### src/prg_pkg.sv
`default_nettype none

package prg_pkg;

  localparam int MAX_STEPS_DEF = 64;

  localparam int LEN_W     = 7;
  localparam int PAT_W     = 64;
  localparam int PAT_IDX_W = 6;
  localparam int ROT_W     = 8;
  localparam int NUM_W     = 16;
  localparam int DIV_W     = 16;
  localparam int DVS_W     = 8;

  localparam logic [PAT_W-1:0] RESET_PATTERN = 64'h49;
  localparam logic [LEN_W-1:0] RESET_LENGTH  = 7'd8;
  localparam logic [LEN_W-1:0] RESET_ONSETS  = 7'd3;

  typedef struct packed {
    logic [LEN_W-1:0]        vertex_count;
    logic [LEN_W-1:0]        step_count;
    logic signed [ROT_W-1:0] rotation;
  } prg_req_t;

  typedef struct packed {
    logic [PAT_W-1:0] pattern_bits;
    logic [LEN_W-1:0] pattern_length;
    logic [LEN_W-1:0] onsets_found;
    logic             accepted;
  } prg_rsp_t;

  typedef struct packed {
    logic             start;
    logic [DIV_W-1:0] dividend;
    logic [DVS_W-1:0] divisor;
  } div_req_t;

  typedef struct packed {
    logic             done;
    logic [DIV_W-1:0] quotient;
    logic [DVS_W-1:0] remainder;
  } div_rsp_t;

endpackage

`default_nettype wire

### src/polygon_rhythm_generator.sv
`default_nettype none

// Channel  Dir  Payload    Handshake
// req      in   prg_req_t  req_valid / req_stall   (vertex, step count, rotation)
// rsp      out  prg_rsp_t  rsp_valid / rsp_stall   (pattern, length, onsets, accepted)
//
// A rejected request (zero vertices or zero steps) goes straight to ST_OUT.
// A built pattern needs one pass through the shared 16-step restoring divider
// per vertex, each begun from a start state (ST_ROT or ST_START).
// req_stall is high from the transfer until the result is loaded into rsp; a
// result still waiting on rsp_stall does not block the next request.
// rst (synchronous) restores the held pattern to steps 0, 3 and 6 of 8.

module polygon_rhythm_generator
  import prg_pkg::*;
#(
  parameter int MAX_STEPS = MAX_STEPS_DEF
) (
  input  wire logic     clk,
  input  wire logic     rst,
  input  wire logic     req_valid,
  output logic          req_stall,
  input  wire prg_req_t req,
  output logic          rsp_valid,
  input  wire logic     rsp_stall,
  output prg_rsp_t      rsp
);

  localparam int POS_W = $clog2(MAX_STEPS);

  localparam logic [2:0] ST_IDLE  = 3'd0;
  localparam logic [2:0] ST_ROT   = 3'd1;
  localparam logic [2:0] ST_ROTW  = 3'd2;
  localparam logic [2:0] ST_START = 3'd3;
  localparam logic [2:0] ST_WAIT  = 3'd4;
  localparam logic [2:0] ST_OUT   = 3'd5;

  logic [2:0] state;

  // request as captured
  logic [LEN_W-1:0]        vc;
  logic [LEN_W-1:0]        sc;
  logic signed [ROT_W-1:0] rot;
  logic                    acc;

  // running numerator i*steps + rotation*vertices, previous rounded position
  logic signed [NUM_W-1:0] num;
  logic signed [NUM_W-1:0] q_prev;
  logic [POS_W-1:0]        pos;
  logic [LEN_W-1:0]        vidx;

  logic [PAT_W-1:0] build;
  logic [LEN_W-1:0] build_cnt;

  logic [PAT_W-1:0] held_pattern;
  logic [LEN_W-1:0] held_length;
  logic [LEN_W-1:0] held_count;

  div_req_t dreq;
  div_rsp_t drsp;

  logic                    req_xfer;
  logic                    rsp_free;
  logic [LEN_W-1:0]        sc_in;
  logic                    num_neg;
  logic [NUM_W-1:0]        num_mag;
  logic [DIV_W-1:0]        num_dvd;
  logic [DVS_W-1:0]        rot_mag;
  logic signed [NUM_W-1:0] quot_s;
  logic [NUM_W-1:0]        step_d;
  logic [POS_W:0]          pos_sum;
  logic [POS_W:0]          pos_wrap;
  logic [POS_W-1:0]        pos_first;
  logic [POS_W-1:0]        new_pos;
  logic [PAT_IDX_W-1:0]    idx;
  logic [PAT_W-1:0]        onehot;
  logic [LEN_W-1:0]        vidx_inc;

  assign req_xfer  = req_valid && !req_stall;
  assign req_stall = (state != ST_IDLE);
  assign rsp_free  = !rsp_valid || !rsp_stall;

  // clamp step count to the supported length
  assign sc_in = (req.step_count > LEN_W'(MAX_STEPS)) ? LEN_W'(MAX_STEPS) : req.step_count;

  // round-half-away division of the numerator: (2|num| + v) / (2v), sign restored
  assign num_neg = num[NUM_W-1];
  assign num_mag = num_neg ? NUM_W'(-num) : NUM_W'(num);
  assign num_dvd = {num_mag[NUM_W-2:0], 1'b0} + DIV_W'(vc);
  assign rot_mag = rot[ROT_W-1] ? DVS_W'(-rot) : DVS_W'(rot);

  always_comb begin
    dreq.start    = (state == ST_ROT) || (state == ST_START);
    dreq.dividend = (state == ST_ROT) ? DIV_W'(rot_mag) : num_dvd;
    dreq.divisor  = (state == ST_ROT) ? DVS_W'(sc) : {vc, 1'b0};
  end

  prg_div u_div (
    .clk  (clk),
    .rst  (rst),
    .dreq (dreq),
    .drsp (drsp)
  );

  // Rounded positions never decrease and grow by at most about steps/vertices,
  // so advance the previous position and wrap with a single subtract.
  assign quot_s   = num_neg ? -$signed(drsp.quotient) : $signed(drsp.quotient);
  assign step_d   = NUM_W'(quot_s - q_prev);
  assign pos_sum  = {1'b0, pos} + step_d[POS_W:0];
  assign pos_wrap = (pos_sum >= sc[POS_W:0]) ? pos_sum - sc[POS_W:0] : pos_sum;

  // vertex 0 sits at rotation mod steps, made non-negative
  assign pos_first = (rot[ROT_W-1] && drsp.remainder != '0)
                   ? POS_W'(DVS_W'(sc) - drsp.remainder)
                   : POS_W'(drsp.remainder);

  assign new_pos  = (state == ST_ROTW) ? pos_first : pos_wrap[POS_W-1:0];
  assign idx      = PAT_IDX_W'(new_pos);
  assign onehot   = PAT_W'(1) << idx;
  assign vidx_inc = vidx + 1'b1;

  always_ff @(posedge clk) begin
    if (rst) begin
      state        <= ST_IDLE;
      rsp_valid    <= 1'b0;
      held_pattern <= RESET_PATTERN;
      held_length  <= RESET_LENGTH;
      held_count   <= RESET_ONSETS;
    end else begin
      // drop a delivered result; ST_OUT sets rsp_valid on its own
      if (rsp_valid && !rsp_stall && state != ST_OUT) begin
        rsp_valid <= 1'b0;
      end
      case (state)
        ST_IDLE: begin
          if (req_xfer) begin
            if (req.vertex_count == '0 || sc_in == '0) begin
              state <= ST_OUT;
            end else begin
              state <= ST_ROT;
            end
          end
        end
        ST_ROT: begin
          state <= ST_ROTW;
        end
        ST_ROTW: begin
          if (drsp.done) begin
            state <= (vc == LEN_W'(1)) ? ST_OUT : ST_START;
          end
        end
        ST_START: begin
          state <= ST_WAIT;
        end
        ST_WAIT: begin
          if (drsp.done) begin
            state <= (vidx_inc == vc) ? ST_OUT : ST_START;
          end
        end
        ST_OUT: begin
          // hold until the output register frees up, then commit
          if (rsp_free) begin
            rsp_valid <= 1'b1;
            state     <= ST_IDLE;
            if (acc) begin
              held_pattern <= build;
              held_length  <= sc;
              held_count   <= build_cnt;
            end
          end
        end
        default: begin
          state <= ST_IDLE;
        end
      endcase
    end
  end

  // datapath registers, no reset needed
  always_ff @(posedge clk) begin
    if (req_xfer) begin
      vc  <= req.vertex_count;
      sc  <= sc_in;
      rot <= req.rotation;
      acc <= (req.vertex_count != '0) && (sc_in != '0);
      num <= NUM_W'($signed(req.rotation) * $signed({1'b0, req.vertex_count}));
    end
    if (state == ST_ROTW && drsp.done) begin
      build     <= onehot;
      build_cnt <= LEN_W'(1);
      pos       <= new_pos;
      q_prev    <= NUM_W'(rot);
      vidx      <= LEN_W'(1);
      num       <= NUM_W'(num + $signed({{(NUM_W - LEN_W){1'b0}}, sc}));
    end
    if (state == ST_WAIT && drsp.done) begin
      // colliding vertices share one onset
      build     <= build | onehot;
      build_cnt <= build[idx] ? build_cnt : build_cnt + 1'b1;
      pos       <= new_pos;
      q_prev    <= quot_s;
      vidx      <= vidx_inc;
      num       <= NUM_W'(num + $signed({{(NUM_W - LEN_W){1'b0}}, sc}));
    end
    if (state == ST_OUT && rsp_free) begin
      rsp.accepted       <= acc;
      rsp.pattern_bits   <= acc ? build : held_pattern;
      rsp.pattern_length <= acc ? sc : held_length;
      rsp.onsets_found   <= acc ? build_cnt : held_count;
    end
  end

  a_count_fits: assert property (@(posedge clk) disable iff (rst)
    held_count <= held_length) else $error("onset count exceeds length");

  a_high_clear: assert property (@(posedge clk) disable iff (rst)
    (held_pattern >> held_length) == '0) else $error("onset beyond pattern length");

  a_xfer_busy: assert property (@(posedge clk) disable iff (rst)
    req_xfer |=> state != ST_IDLE) else $error("request transfer left block idle");

  a_done_expected: assert property (@(posedge clk) disable iff (rst)
    drsp.done |-> (state == ST_ROTW || state == ST_WAIT))
    else $error("divider result with no consumer");

  a_pos_range: assert property (@(posedge clk) disable iff (rst)
    (state == ST_WAIT) |-> LEN_W'(pos) < sc) else $error("position outside pattern");

endmodule

`default_nettype wire

### src/prg_div.sv
`default_nettype none

module prg_div
  import prg_pkg::*;
(
  input  wire logic     clk,
  input  wire logic     rst,
  input  wire div_req_t dreq,
  output div_rsp_t      drsp
);

  localparam int CNT_W = $clog2(DIV_W);

  logic             busy;
  logic             done;
  logic [CNT_W-1:0] cnt;
  logic [DIV_W-1:0] dvd;
  logic [DVS_W-1:0] rem;
  logic [DVS_W-1:0] dvs;

  logic [DVS_W:0] shifted;
  logic           fits;

  // one restoring step: bring down the next dividend bit, try the subtract
  assign shifted = {rem, dvd[DIV_W-1]};
  assign fits    = shifted >= {1'b0, dvs};

  always_ff @(posedge clk) begin
    if (rst) begin
      busy <= 1'b0;
      done <= 1'b0;
      cnt  <= '0;
    end else begin
      done <= 1'b0;
      if (dreq.start) begin
        busy <= 1'b1;
        cnt  <= '0;
      end else if (busy) begin
        cnt <= cnt + 1'b1;
        if (cnt == CNT_W'(DIV_W - 1)) begin
          busy <= 1'b0;
          done <= 1'b1;
        end
      end
    end
  end

  always_ff @(posedge clk) begin
    if (dreq.start) begin
      dvd <= dreq.dividend;
      dvs <= dreq.divisor;
      rem <= '0;
    end else if (busy) begin
      dvd <= {dvd[DIV_W-2:0], fits};
      rem <= fits ? DVS_W'(shifted - {1'b0, dvs}) : shifted[DVS_W-1:0];
    end
  end

  assign drsp.done      = done;
  assign drsp.quotient  = dvd;
  assign drsp.remainder = rem;

  a_start_idle: assert property (@(posedge clk) disable iff (rst)
    dreq.start |-> !busy) else $error("divider started while busy");

  a_start_busy: assert property (@(posedge clk) disable iff (rst)
    dreq.start |=> busy) else $error("divider did not go busy");

  a_rem_small: assert property (@(posedge clk) disable iff (rst)
    done |-> rem < dvs) else $error("remainder not below divisor");

  a_done_free: assert property (@(posedge clk) disable iff (rst)
    done |-> !busy) else $error("done while still busy");

endmodule

`default_nettype wire

### config.mk
export PLATFORM = sky130hd
export DESIGN_NAME = polygon_rhythm_generator
export DESIGN_NICKNAME = d
export VERILOG_FILES = /design/src/prg_pkg.sv /design/src/polygon_rhythm_generator.sv /design/src/prg_div.sv
export SDC_FILE = /design/constraint.sdc
export NUM_CORES = 1
export LEC_CHECK = 0
export BUFFER_PORTS_ARGS = -buffer_cell sky130_fd_sc_hd__buf_2
export CORE_MARGIN = 2
export CORE_UTILIZATION = 50
export CTS_BUF_LIST = sky130_fd_sc_hd__clkbuf_4 sky130_fd_sc_hd__clkbuf_8
export DETAILED_ROUTE_END_ITERATION = 6
export PLACE_DENSITY = 0.64
export SLEW_MARGIN = 40
export SYNTH_ARGS = -nofsm -noshare
export SYNTH_HDL_FRONTEND = slang
export SYNTH_SLANG_ARGS = --single-unit
### constraint.sdc
create_clock -name clk -period 9.8 [get_ports clk]
set_input_delay 0 -clock clk [delete_from_list [all_inputs] [get_ports clk]]
set_output_delay 0 -clock clk [all_outputs]
set_load 0.05 [all_outputs]
==> impl_metrics.toml, run 1 <==
[worst_setup_path]
end_kind = "flip-flop"
rr_worst_depth = 19
slowest_delay_ns = 0.68
r2r_end = "build_cnt[3]"
path_max_fanout = 12
cp_slowest_cell = "or4b_2"
crit_path_cell_trace = "or3_1 > o31ai_1 > xor2_1 > fa_1 > inv_1 > ha_1 > or4b_2 > o2111ai_1 > ha_1 > and3_1 > a311oi_4 > or3_1 > and3_1 > inv_1 > nand2_1 > o22ai_1 > or3_1 > a211oi_1 > o31a_1"
timing.rr.start = "u_div.dvd[2]"
required_ns = 10.10
critPathMostFrequentCell = "or3_1"
arrival_ns = 6.90
critPathKind = "reg2reg"
startpoint_type = "flip-flop"
r2r_slack_ns = 3.20

[timing]
finalSetupViolCount = 0
worst_slack_ns = 3.20
skew_ns = 0.0376
tightest_slew_ns = 0.802
fin_hold_ws_ns = 0.104
slew_violations = 0
period_needed_ns = 6.60
slew_headroom_pct = 46.5
hold_violations = 0
timing.fmax_mhz = 152
tns_ns = 0
post-route-period-util_pct = 67.4
rsz0062_at_grt = "no"

[synthesis]
synthXorXnorAreaFrac_pct = 4.21
yosysMostFrequentCell = "nand2_1"
synthDistinctLibCells = 61
yosysWarnings = 0
syn_area_um2 = 18700
synth_edf_count = 233
yosysTopAreaCell = "edfxtp_1"
synthArstFlopShare_pct = 0
synth_compound_area_share_pct = 10.3
ys.flop_type = "edfxtp_1"
synth_top_area_share_pct = 37.4
yosys.area_share.simple_pct = 14.6
synth_top_family_by_area = "simple AND/OR/NAND/NOR gates"
synth_fa_ha_area_share_pct = 11.4
ys_ff_latch = 329
yosys-top-cells-area = "edfxtp_1 37%, dfxtp_1 10%, nand2_1 6.7%, fa_1 6.1%, mux2_2 5.9%"
syn_area_per_cell_um2 = 10.2
synthTopCellsByCount = "332 x nand2_1, 233 x edfxtp_1, 139 x inv_1"
synth_mux_area_share_pct = 7.38
synth-seq-area-share_pct = 47.7
synth_cells = 1833
syn_nets = 1995

[hold_path]
whs_path_depth = 6
hp-class = "in2reg"
hold_end = "state[2]"
hp-start = "req_valid"

[placement]
portBuffers = 106
place.gp.congestion = 0.883
hpwl_mm = 31.2
place_ws_ns = 3.24

[global_routing]
first_global_vias = 13100
grt_pass1_wl_mm = 71.0
grt_max_degree = 96
overflow = 0
antenna_found_initial = 3
grtUsageTotal_pct = 23.1

[route]
routedWlPerCell_um = 17.9
drt_wl_total_mm = 44.2
drc = 0
vias_per_cell = 5.51
via_count = 13600
drt_iter0_drc = 1193
drt_first_pass_iters = 5
ant_nets = 0

[floorplan]
fp.dieH_um = 197
start_util_pct = 51.0
rows = 70
core_area_um2 = 36700
io_pins = 107
dieArea_um2 = 39000
dieWidth_um = 197

[layout]
synthToLayoutAreaGrowth_pct = 12.5
final_nets = 2123
drive_gt1_share_pct = 16.6
finish.utilization_pct = 57.4

[clock_tree]
clk_path_buf_depth = 3
cts-root-buf = "clkbuf_8"
clk_latency_ns = 0.65
cts_made_buffers = 56
clkSlewWorstSetupHoldPaths_ns = 0.06
cts.sinks = 329
cts_tree = "built"
postCtsSetupBuffers = 0
htreeDepth = 2

[status]
outcome = "complete, no violations"

[run]
drv_cap = 0
==> worst max-delay path by stage <==
stage                 startpoint            to  cells past startpoint
finish              u_div.dvd[2]  build_cnt[3]                     19
CTS                 u_div.dvd[2]  build_cnt[0]                     19
global placement    u_div.dvd[2]  build_cnt[4]                     19
detailed placement  u_div.dvd[2]  build_cnt[5]                     19
floorplan                num[15]  build_cnt[0]                     23
global route             num[15]  build_cnt[0]                     23
==> per-stage QoR <==
stage | instance area, µm² | instances
final | 21000 | 2474
after global routing | 21000 | 2474
after CTS | 21000 | 2473
after detailed placement | 19600 | 2345
after global placement | 19600 | 2345
after floorplan | 18700 | 1833
==> registers in the layout, indices dropped and copies added, names as in the netlist <==
register and count:
acc 1, build 64, build_cnt 7, held_count 7, held_length 7, held_pattern 64
num 16, pos 6, q_prev 7, rot 8, rsp 79, rsp_valid 1
sc 7, state 3, u_div.busy 1, u_div.cnt 4, u_div.done 1, u_div.dvd 16
u_div.dvs 8, u_div.rem 8, vc 7, vidx 7
==> area by class of cell <==
type                    instances  area, µm²
diodes                          1       2.50
clock buffers                  73        930
clock inverters                29        203
fillers                      3119      15700
inverters                     142        539
multi-input cells            1288       8970
flip-flops and latches        329       8920
well taps                     468        586
repair buffers                144        892
==> critical path, delay by kind of cell, from the launching register on <==
kind / cells / cell delay [ns]
simple gates: 7 / 2.38
flops: 1 / 0.43
compound gates: 6 / 1.86
xor+xnor: 1 / 0.15
buf+inv: 2 / 0.28
fa+ha+maj: 3 / 1.16
==> per-layer routing <==
metal  GRT usage, %  wire (µm)  vias to the layer above
met5              0          0                        -
met4           5.32        707                        0
met3           3.76       2960                       57
met2           34.5      19100                      444
met1           35.2      21400                     6545
li1               -          -                     6593
==> cell usage in the layout, fill, tap and decap left out, drive strengths merged, types with 26 or more instances in the layout <==
master | synthesis | routed
nand2 | 333 | 333
xnor2 | 48 | 48
dfxtp | 96 | 96
edfxtp | 233 | 233
nand3 | 28 | 28
nor2b | 27 | 27
clkinv | 0 | 26
mux2 | 100 | 100
ha | 79 | 79
nor2 | 79 | 79
clkbuf | 59 | 73
dlygate4sd3 | 0 | 26
a21oi | 113 | 113
xor2 | 42 | 42
o21ai | 132 | 132
inv | 142 | 142
buf | 15 | 118
and2 | 47 | 47
fa | 57 | 57
==> cell families (layout without fill, tap and decap cells) <==
logic type                 Yosys count  after routing
adders and majority gates          136            136
DFF                                329            329
muxes                              125            125
other                                0              1
AOI/OAI and AO/OA                  329            329
and+or+nand+nor                    608            608
buffers and inverters              216            388
xor gates and xnor gates            90             90
==> repair_timing <==
action                                  CTS  global route
endpoints found under the hold margin    35             0
endpoints found under the setup margin    0             0
gates resized for setup                   0             0
hold buffers                             26             0
Power of run 1 is left out: the tool's default activity adds up to more than one toggle a clock period on the data nets, which glitch-free logic cannot reach.
==> run 2, diff against run 1 <==
--- a/config.mk
+++ b/config.mk
@@ -10,7 +10,7 @@
 export CORE_UTILIZATION = 50
 export CTS_BUF_LIST = sky130_fd_sc_hd__clkbuf_4 sky130_fd_sc_hd__clkbuf_8
 export DETAILED_ROUTE_END_ITERATION = 6
-export PLACE_DENSITY = 0.64
+export PLACE_DENSITY = 0.67
 export SLEW_MARGIN = 40
 export SYNTH_ARGS = -nofsm -noshare
 export SYNTH_HDL_FRONTEND = slang
==> constraint.sdc (replaced) <==
create_clock -name clk -period 5.96 [get_ports clk]
set_input_delay 0 -clock clk [delete_from_list [all_inputs] [get_ports clk]]
set_output_delay 0 -clock clk [all_outputs]
set_load 0.05 [all_outputs]
==> run 2 against run 1 <==
  * Design area grew 2.1%
  * Global-route usage down 0.077 points
  * Core utilization rose by 1.2 points
  * Clock skew fell by 0.0089 ns
  * Largest cell class unchanged
  * Sequential share of layout area down 0.85 points
  * Worst hold slack better by 0.099 ns
  * Critical path depth increased by 6
  * Setup slack lost 3.0 ns
  * Via count up 1.1%
==> impl_metrics.toml, run 2 (synthesized netlist as in run 1, its figures left out) <==
[status]
outcome = "complete, no violations"

[hold_path]
whs_path_depth = 3
hp-class = "in2reg"

[floorplan]
dieArea_um2 = 39000
rows = 70
io_pins = 107
dieWidth_um = 197
start_util_pct = 51.0
fp.dieH_um = 197
core_area_um2 = 36700

[route]
via_count = 13800
drc = 0
routedWlPerCell_um = 18.0
ant_nets = 0
drt_wl_total_mm = 44.8
vias_per_cell = 5.53
drt_iter0_drc = 873
drt_first_pass_iters = 5

[placement]
place.gp.congestion = 0.910
place_area_um2 = 19800
hpwl_mm = 31.4
place_ws_ns = -0.126
portBuffers = 106

[clock_tree]
clk_path_buf_depth = 3
cts-root-buf = "clkbuf_8"
cts_made_buffers = 53
htreeDepth = 2
clk_latency_ns = 0.61
cts_tree = "built"
clkSlewWorstSetupHoldPaths_ns = 0.06
cts.sinks = 329

[layout]
final_nets = 2144
drive_gt1_share_pct = 18.4
fill_cells = 3069
largest_reg_flops = 79
mostFrequentLayoutCells = "331 x nand2_1, 233 x edfxtp_1, 137 x inv_1"
reg.largest.list = "rsp: 79 flops, build: 64 flops, held_pattern: 64 flops"
synthToLayoutAreaGrowth_pct = 14.8
largest-register = "rsp"
stdcell_area_um2 = 21500
final_common_cell = "nand2_1"

[global_routing]
grt_max_degree = 98
antenna_found_initial = 2
use_met2_pct = 35.0
first_global_vias = 13300
overflow = 0
grt_pass1_wl_mm = 71.0
use_met1_pct = 34.2
globalRouteMet3Util_pct = 3.48
busiest_layer = "met2"
grtUsageTotal_pct = 23.0

[timing]
tns_ns = 0
fin_hold_ws_ns = 0.202
hold_violations = 0
finalSetupViolCount = 0
slew_violations = 0
period_needed_ns = 5.77
tightest_slew_ns = 0.827
timing.fmax_mhz = 173
worst_slack_ns = 0.185
skew_ns = 0.0287
post-route-period-util_pct = 96.9
slew_headroom_pct = 44.8

[worst_setup_path]
slowest_delay_ns = 0.43
critPathKind = "reg2reg"
required_ns = 6.27
path_buf_inv = 6
arrival_ns = 6.08
path_depth = 25
rr_worst_depth = 25
end_kind = "flip-flop"
crit_family = "compound AO/OA/AOI/OAI gates"
startpoint_type = "flip-flop"
cp_slowest_cell = "or3_4"
path_max_fanout = 12

[run]
drv_cap = 0
==> run 2: changes by cell type in the layout (fill, tap and decap cells not counted), sizes merged <==
| cell | before | now |
|---|---|---|
| buf | 118 | 142 |
| clkinv | 26 | 16 |
| bufinv | 2 | 4 |
| clkinvlp | 1 | 3 |
| bufbuf | 0 | 1 |
| clkbuf | 73 | 74 |
| dlygate4sd3 | 26 | 25 |
==> run 2: path summary, 6_finish.rpt <==
check / from / endpoint / slack [ns]
hold / removal: rst / state[0] / 0.20
setup reg to reg: u_div.dvd[2] / build_cnt[1] / 0.19
hold reg to reg: held_pattern[57] / held_pattern[57] / 0.45
setup / recovery: u_div.dvd[2] / build_cnt[1] / 0.19
==> run 2: cell type report <==
class | count | area [µm²] | area share [%]
antenna | 1 | 2.50 | 0.0117
clock buffer | 74 | 943 | 4.39
inverter | 142 | 537 | 2.50
clock inverter | 23 | 229 | 1.07
sequential | 329 | 8920 | 41.5
timing repair buffer | 168 | 1150 | 5.37
multi-input combinational | 1288 | 9110 | 42.4
tap | 468 | 586 | 2.73
==> run 2: metal layers <==
layer	share of wire, %	wire length (µm)
met5	0	0
met4	2.1	949
met3	5.8	2620
met2	45	20000
met1	47	21200
==> run 2: repair_timing <==
item                                    4_1_cts  5_1_grt
hold buffers                                 25        0
pin swaps                                     5       10
gates cloned                                  2        0
gates resized for setup                       8       19
endpoints found under the setup margin        7        7
hold endpoints to repair                     52        0
buffers inserted                              1        4
==> run 2: per-stage QoR <==
step	std cells	util, %
floorplan	1833	-
global placement	2361	53.9
detailed placement	2362	54.0
CTS	2487	58.1
global route	2493	58.5
finish	2493	58.5
==> run 2: worst register-to-register path: cells and delay by family (launching register included) <==
family	cells	cell delay [ns]
compound gates	11	1.99
buf+inv	6	1.00
fa+ha+maj	3	0.89
simple gates	3	0.65
flops	1	0.41
mux	1	0.34
xor+xnor	1	0.19
Power of run 2 is left out for the same reason.
